## config.mk

```make
export PLATFORM = sky130hd
export DESIGN_NAME = ttse_ctrl
export DESIGN_NICKNAME = d
export VERILOG_FILES = /design/src/hdl/text_terminal_scroll_engine_top_defines.svh /design/src/hdl/ttse_pkg.sv /design/src/hdl/ttse_ctrl.sv
export SDC_FILE = /design/constraint.sdc
export NUM_CORES = 1
export LEC_CHECK = 0
export ABC_AREA = 1
export BUFFER_PORTS_ARGS = -buffer_cell sky130_fd_sc_hd__buf_2
export CORE_AREA = 2 2 39 41
export CTS_CLUSTER_DIAMETER = 100
export DETAILED_ROUTE_END_ITERATION = 8
export DIE_AREA = 0 0 41 43
export GPL_TIMING_DRIVEN = 0
export PLACE_DENSITY = 0.53
export SYNTH_ARGS = -nofsm -noshare
export SYNTH_HDL_FRONTEND = slang
export SYNTH_SLANG_ARGS = --single-unit
```

## constraint.sdc

```tcl
create_clock -name clk -period 3.38 [get_ports clk]
set_input_delay 0.169 -clock clk [delete_from_list [all_inputs] [get_ports clk]]
set_output_delay 0.169 -clock clk [all_outputs]
set_load 0.05 [all_outputs]
```

## src/hdl/text_terminal_scroll_engine_top_defines.svh

```systemverilog
// assertion macros for the text terminal scroll engine
// used by the top level only; expects clk and arst_n in scope
`ifndef TEXT_TERMINAL_SCROLL_ENGINE_TOP_DEFINES_SVH
`define TEXT_TERMINAL_SCROLL_ENGINE_TOP_DEFINES_SVH

// condition and consequence in the same cycle
`define TTSE_ASSERT_NOW(label, ante, cons, msg) \
	label: assert property (@(posedge clk) disable iff (!arst_n) (ante) |-> (cons)) \
		else $error(msg);

// consequence in the cycle after the condition
`define TTSE_ASSERT_NEXT(label, ante, cons, msg) \
	label: assert property (@(posedge clk) disable iff (!arst_n) (ante) |=> (cons)) \
		else $error(msg);

`endif

```

## src/hdl/ttse_pkg.sv

```systemverilog
// shared constants, codes and controller/datapath link types
// for the text terminal scroll engine; no dependencies
package ttse_pkg;

	// screen geometry
	localparam int COLUMNS    = 80;
	localparam int ROWS       = 25;
	localparam int CELLS      = ROWS * COLUMNS;
	localparam int COPY_CELLS = (ROWS - 1) * COLUMNS;
	localparam int ADDR_W     = $clog2(CELLS);

	// item field widths
	localparam int COL_W  = 7;
	localparam int ROW_W  = 5;
	localparam int CELL_W = 16;
	localparam int IN_W   = 24;
	localparam int OUT_W  = 32;

	// character and attribute codes
	localparam logic [7:0] NEWLINE_CODE = 8'h0A;
	localparam logic [7:0] SPACE_CODE   = 8'h20;
	localparam logic [7:0] RESET_COLOR  = 8'h07;

	// action codes
	localparam logic ACT_PUT  = 1'b0;
	localparam logic ACT_READ = 1'b1;

	// commands from controller to datapath
	typedef struct packed {
		logic put_write;    // put item accepted: store cell unless newline, move cursor
		logic read_issue;   // read item accepted: memory read issued
		logic sweep_step;   // advance the clear/scroll sweep by one cell
		logic sweep_clear;  // sweep fills every cell with the reset space
		logic res_load;     // capture read data as pending result
		logic out_load;     // load the output register
	} ttse_cmd_t;

	// status from datapath to controller
	typedef struct packed {
		logic is_read;        // presented item is a read
		logic scroll_need;    // presented put moves below the bottom row
		logic sweep_last;     // sweep is at its last cell
		logic flush_pending;  // a delayed sweep write still has to land
		logic slot_free;      // output register can take a result
	} ttse_sts_t;

endpackage

```

## src/hdl/ttse_ctrl.sv

```systemverilog
// controller state machine: reset clear, put/read handling, scroll sweep
// depends on ttse_pkg
module ttse_ctrl (
	input  logic                 clk,
	input  logic                 arst_n,
	input  logic                 s_tvalid,
	output logic                 s_tready,
	input  ttse_pkg::ttse_sts_t  sts,
	output ttse_pkg::ttse_cmd_t  cmd
);

	typedef enum logic [4:0] {
		ST_CLEAR  = 5'b00001,
		ST_IDLE   = 5'b00010,
		ST_READ   = 5'b00100,
		ST_SCROLL = 5'b01000,
		ST_WAIT   = 5'b10000
	} ctrl_state_t;

	ctrl_state_t state_q;
	ctrl_state_t state_d;
	logic        accept;

	assign s_tready = (state_q == ST_IDLE) && !sts.flush_pending;
	assign accept   = s_tvalid && s_tready;

	// next state and commands
	always_comb begin
		state_d = state_q;
		cmd     = '0;
		case (state_q)
			ST_CLEAR: begin
				cmd.sweep_step  = 1'b1;
				cmd.sweep_clear = 1'b1;
				if (sts.sweep_last) begin
					state_d = ST_IDLE;
				end
			end
			ST_IDLE: begin
				if (accept) begin
					if (sts.is_read) begin
						cmd.read_issue = 1'b1;
						state_d        = ST_READ;
					end else begin
						cmd.put_write = 1'b1;
						if (sts.scroll_need) begin
							state_d = ST_SCROLL;
						end else if (sts.slot_free) begin
							cmd.out_load = 1'b1;
						end else begin
							state_d = ST_WAIT;
						end
					end
				end
			end
			ST_READ: begin
				cmd.res_load = 1'b1;
				state_d      = ST_WAIT;
			end
			ST_SCROLL: begin
				cmd.sweep_step = 1'b1;
				if (sts.sweep_last) begin
					state_d = ST_WAIT;
				end
			end
			ST_WAIT: begin
				if (sts.slot_free) begin
					cmd.out_load = 1'b1;
					state_d      = ST_IDLE;
				end
			end
			default: begin
				state_d = ST_CLEAR;
			end
		endcase
	end

	// state register
	always_ff @(posedge clk or negedge arst_n) begin
		if (!arst_n) begin
			state_q <= ST_CLEAR;
		end else begin
			state_q <= state_d;
		end
	end

endmodule

```

==> flow_summary.toml, run 1 <==
[run_status]
outcome = "completed"

[timing]
slew_headroom = 0.775
fin_ws_ns = 1.58
fin_worst_skew_ns = 0.00318
fin_crit_sh = 0.533
finalCriticalPeriod_ns = 1.80
fin_setup_tns_ns = 0
max_freq_mhz = 555
rsz0062_at_grt = "false"
setup_viol = 0
tightest_slew_ns = 0.333
finalHoldViolations = 0
maxSlewViolCount = 0

[placed_design]
preCtsSetupSlack_ns = 1.84
place_congestion = 0.808
port_buffers = 14
hpwl_um = 641

[setup_path]
critPathArrivalTime_ns = 1.63
crit_chain = "nor2_4 > nand2_4 > nor2_8 > nand3_1 > o21ai_1 > and2_1 > buf_2"
crit_type = "reg -> out"
critPathMaxStageDelay_ns = 0.42
end_kind = "output port"
cp.required_ns = 3.21
start_kind = "flip-flop"
cp_slowest_cell = "dfrtp_1"
crit_path_max_fanout = 5

[clock_tree]
post_cts.repair.setup_buffers = 0
cts_sinks = 5
hold_buffers = 1
cts-resized-gates = 0
cts_buffers = 3
clock_latency_ns = 0.24
htreeDepth = 1
cts.clk_slew.worst_paths_ns = 0.04
cts_tree = "done"
clk_path_buf_depth = 2
ctsRootBufferMaster = "clkbuf_4"

[cells_and_area]
max_flop_register = "state_q"
area_growth_pct = 31.7
largest_reg_flops = 5
n_antenna_cell = 0
regArea_um2 = 126
drive_gt1_frac = 0.320
multi_input_area_um2 = 224
reg_top3 = "state_q x5"
fillers = 152
final_nets = 84

[grt]
grt_pass1_wl_um = 1100
overflow = 0
grt_pass1_vias = 308
antenna_found_initial = 0
grt_start_max_net_pins = 6
track_usage = 0.0981

[route]
routed_wl_um = 744
vias = 384
final_antenna_net_count = 0
via_per_inst = 4.22
drt_iter0_markers = 19
wl_per_cell_um = 8.18
drtPass1Iterations = 4
detail_route.drc_violations = 0

[synthesis]
syn_inst = 56
ys_ff_latch = 5
syn_area_per_cell_um2 = 7.13
ys_warn_count = 0
netlist-cell-type-count = 18
synth_area_um2 = 399
synth_fp_nets = 64
seq_area_frac_synth = 0.317

[power_and_ir_drop]
vdd_ir_drop_max_uv = 275
comb_power_share = 0.581
p_sw_frac = 0.508
seqPwrFrac = 0.239
finalPower_w = 0.000374
p_leak_nw = 0.309
power_density_mw_per_mm2 = 711
p_switching_w = 0.000190
p_int_w = 0.000184
p_clk_frac = 0.180

[floorplan]
die_x_um = 41
num_rows = 14
initial_utilization = 0.288
core_mm2 = 0.00138
dieArea_mm2 = 0.00176
die_y_um = 43
io_pins = 15

[min_path]
hold_class = "in -> reg"

[run]
cap_violations = 0
==> layer usage <==
metal  global-route usage  up-vias  routed length (um)
met3               0.0314        0                  36
met1                0.118      158                 358
met4               0.0867        0                   0
met5                    0        -                   0
li1                     -      212                   -
met2                0.131       14                 349
==> path summary, 6_finish.rpt <==
path	slack (ns)	startpoint	cells after the start	to
max in group asynchronous	2.91	arst_n	2	state_q[0]$_DFFE_PN1P_
min in group asynchronous	0.27	arst_n	2	state_q[1]$_DFFE_PN0P_
worst max-delay path	1.58	state_q[3]$_DFFE_PN0P_	7	cmd[0]
worst min-delay path	0.13	sts[2]	2	state_q[0]$_DFFE_PN1P_
worst max register to register	2.15	state_q[0]$_DFFE_PN1P_	7	state_q[4]$_DFFE_PN0P_
worst min register to register	0.64	state_q[1]$_DFFE_PN0P_	3	state_q[3]$_DFFE_PN0P_
==> layout by cell type, fill, tap and decap left out <==
cell type / count
a21oi_1: 1
a31oi_1: 1
and2_1: 1
buf_2: 14
clkbuf_1: 1
clkbuf_4: 3
dfrtp_1: 4
dfstp_2: 1
dlygate4sd3_1: 1
inv_1: 12
inv_2: 1
nand2_1: 8
nand2_4: 1
nand3_1: 5
nand3b_4: 1
nand4_1: 2
nor2_1: 9
nor2_4: 2
nor2_8: 1
nor4_1: 1
o21ai_0: 2
o21ai_1: 3
==> cells in the mapped netlist <==
| cell | instances | area [um^2] |
|---|---|---|
| nand4_1 | 2 | 12.5 |
| inv_1 | 12 | 45.0 |
| a21oi_1 | 1 | 5.00 |
| and2_1 | 1 | 6.26 |
| nand2_4 | 1 | 11.3 |
| nor2_1 | 9 | 33.8 |
| a31oi_1 | 1 | 6.26 |
| o21ai_0 | 2 | 10.0 |
| inv_2 | 1 | 3.75 |
| dfstp_2 | 1 | 26.3 |
| nand2_1 | 8 | 30.0 |
| nor4_1 | 1 | 6.26 |
| dfrtp_1 | 4 | 100 |
| nor2_8 | 1 | 20.0 |
| o21ai_1 | 3 | 15.0 |
| nand3b_4 | 1 | 20.0 |
| nand3_1 | 5 | 25.0 |
| nor2_4 | 2 | 22.5 |
==> cells by family after synthesis <==
kind of cell,count (synthesis),synth area share
buffers and inverters,13,0.122
AO/OA/AOI/OAI,7,0.0909
flip-flops,5,0.317
AND/OR/NAND/NOR,31,0.470
==> cell type report <==
type / instances / area share
Sequential cell: 5 / 0.240
Tap cell: 16 / 0.0381
Timing Repair Buffer: 15 / 0.152
Multi-Input combinational cell: 38 / 0.426
Clock buffer: 4 / 0.0500
Inverter: 13 / 0.0929
==> power by group through the flow <==
stage / Combinational (W) / Sequential (W) / Clock, W
floorplan: 0.000177 / 0.0000882 / 0
global placement: 0.000218 / 0.0000897 / 0
detailed placement: 0.000218 / 0.0000902 / 0
CTS: 0.000219 / 0.0000894 / 0.0000694
global route: 0.000236 / 0.0000911 / 0.0000739
finish: 0.000217 / 0.0000892 / 0.0000672
==> worst max-delay path: cells and delay by family (launching register included) <==
family | cells | cell delay [ns]
and+or+nand+nor | 5 | 0.60
DFF | 1 | 0.42
buffers and inverters | 1 | 0.25
AOI/OAI and AO/OA | 1 | 0.13
==> stage by stage <==
step,std cells,utilization,hold slack [ns],instance area [um^2]
2_1_floorplan,56,-,-0.127,399
3_3_place_gp,86,0.354,-0.0166,489
3_5_place_dp,86,0.354,-0.0167,489
4_1_cts,91,0.380,0.122,526
5_1_grt,91,0.380,0.149,526
6_report,91,0.380,0.130,526
Power figures use the tool's default switching activity.
==> run 2: changes to the inputs <==
--- a/config.mk
+++ b/config.mk
@@ -12,7 +12,7 @@
 export DETAILED_ROUTE_END_ITERATION = 8
 export DIE_AREA = 0 0 41 43
 export GPL_TIMING_DRIVEN = 0
-export PLACE_DENSITY = 0.53
+export PLACE_DENSITY = 0.55
 export SYNTH_ARGS = -nofsm -noshare
 export SYNTH_HDL_FRONTEND = slang
 export SYNTH_SLANG_ARGS = --single-unit
==> constraint.sdc (replaced) <==
create_clock -name clk -period 1.6 [get_ports clk]
set_input_delay 0.08 -clock clk [delete_from_list [all_inputs] [get_ports clk]]
set_output_delay 0.08 -clock clk [all_outputs]
set_load 0.05 [all_outputs]
==> flow_summary.toml, run 2 (same netlist as run 1, synthesis figures left out) <==
[grt]
track_usage = 0.122
overflow = 0
grt_pass1_vias = 379
antenna_found_initial = 0
grt_start_max_net_pins = 6
grt_pass1_wl_um = 1360

[floorplan]
die_y_um = 43
initial_utilization = 0.288
num_rows = 14
dieArea_mm2 = 0.00176
die_x_um = 41
io_pins = 15
core_mm2 = 0.00138

[cells_and_area]
final_common_cell = "inv_1"
final_cell_mix = "12 x inv_1, 10 x buf_2, 9 x nor2_1"
regArea_um2 = 126
finalNonFillerCells = 93
fillers = 150
area_growth_pct = 41.4
n_antenna_cell = 0
drive_gt1_frac = 0.351
multi_input_area_um2 = 230
reg_top3 = "state_q x5"
largest_reg_flops = 5
fin_util = 0.408
final_nets = 86
max_flop_register = "state_q"

[timing]
rsz0062_at_grt = "true"
fin_ws_ns = -0.0365
finalCriticalPeriod_ns = 1.64
tightest_slew_ns = 0.356
fin_crit_sh = 1.02
slew_headroom = 0.760
setup_viol = 1
finalHoldViolations = 0
maxSlewViolCount = 0
fin_worst_skew_ns = 0.000764
max_freq_mhz = 611

[clock_tree]
clock_latency_ns = 0.24
htreeDepth = 1
cts_sinks = 5
cts.clk_slew.worst_paths_ns = 0.04
cts_buffers = 3
cts_tree = "done"
ctsRootBufferMaster = "clkbuf_4"
clk_path_buf_depth = 2

[power_and_ir_drop]
seqPwrFrac = 0.231
finalPower_w = 0.000812
p_clk_frac = 0.178
p_sw_frac = 0.505
p_int_w = 0.000402
comb_power_share = 0.590
p_switching_w = 0.000410
vdd_ir_drop_max_uv = 606
power_density_mw_per_mm2 = 1440
p_leak_nw = 0.322

[setup_path]
end_kind = "output port"
start_kind = "flip-flop"
crit_path_max_fanout = 5
crit_family = "simple AND/OR/NAND/NOR gates"
worstPathBufferInverterCount = 1
crit_chain = "nor2_4 > nand2_4 > nor2_8 > nand3_1 > o21ai_1 > and2_1 > buf_6"
critPathMaxStageDelay_ns = 0.39
crit_type = "reg -> out"
r2r_setup_slack_ns = 0.29
critPathArrivalTime_ns = 1.56
cp_slowest_cell = "dfrtp_1"
cp.required_ns = 1.52

[route]
via_per_inst = 4.41
wl_per_cell_um = 9.09
drtPass1Iterations = 4
routed_wl_um = 845
final_antenna_net_count = 0
detail_route.drc_violations = 0
vias = 410
drt_iter0_markers = 9

[run_status]
failed_checks = "negative setup slack"
outcome = "finished with violations"

[placed_design]
hpwl_um = 686
dp_cells = 86
port_buffers = 14
place_congestion = 0.792

[run]
cap_violations = 0

[min_path]
hold_class = "in -> reg"
-- run 2: cell count changes in the layout (fill, tap and decap cells not counted), sizes merged --
cell,previous run,this run
buf,14,15
clkbuf,4,5
-- run 2: area by class of cell --
class	count	share of cell area
flip-flops and latches	5	0.224
well taps	16	0.0355
clock buffers	4	0.0466
inverters	13	0.0865
multi-input cells	38	0.408
repair buffers	17	0.200
-- run 2: worst paths after layout --
| kind | from | cells past startpoint | end |
|---|---|---|---|
| max | state_q[2]$_DFFE_PN0P_ | 7 | cmd[0] |
| min in group asynchronous | arst_n | 2 | state_q[1]$_DFFE_PN0P_ |
| min reg2reg | state_q[1]$_DFFE_PN0P_ | 3 | state_q[3]$_DFFE_PN0P_ |
| max in group asynchronous | arst_n | 2 | state_q[0]$_DFFE_PN1P_ |
| min | sts[2] | 2 | state_q[0]$_DFFE_PN1P_ |
| max reg2reg | state_q[2]$_DFFE_PN0P_ | 7 | state_q[4]$_DFFE_PN0P_ |
-- run 2: per-layer routing --
layer / GRT usage / vias up / part of all wire
li1: - / 219 / -
met1: 0.128 / 175 / 0.44
met2: 0.181 / 13 / 0.48
met3: 0.0314 / 3 / 0.052
met4: 0.120 / 0 / 0.032
met5: 0 / - / 0
-- run 2: power by group through the flow --
stage	Sequential (W)	Combinational (W)	Clock (W)
finish	0.000188	0.000480	0.000145
global route	0.000191	0.000524	0.000159
CTS	0.000188	0.000472	0.000148
detailed placement	0.000190	0.000465	0
global placement	0.000190	0.000462	0
floorplan	0.000187	0.000376	0
-- run 2: what timing repair did --
item / CTS / global route
cloned: 0 / 0
endpoints found under the hold margin: 5 / 0
setup endpoints to repair: 3 / 4
buffers inserted: 2 / 0
resized for setup: 2 / 6
pin swaps: 1 / 0
hold buffers: 1 / 0
-- run 2: through the flow --
step	setup TNS, ns	cell area, um^2	hold slack [ns]	worst slack [ns]
2_1_floorplan	0	405	-0.216	0.00765
3_3_place_gp	0	495	-0.106	0.120
3_5_place_dp	0	495	-0.104	0.119
4_1_cts	-0.0369	553	0.0352	-0.0369
5_1_grt	-0.147	564	0.0476	-0.125
6_report	-0.0365	564	0.0391	-0.0365
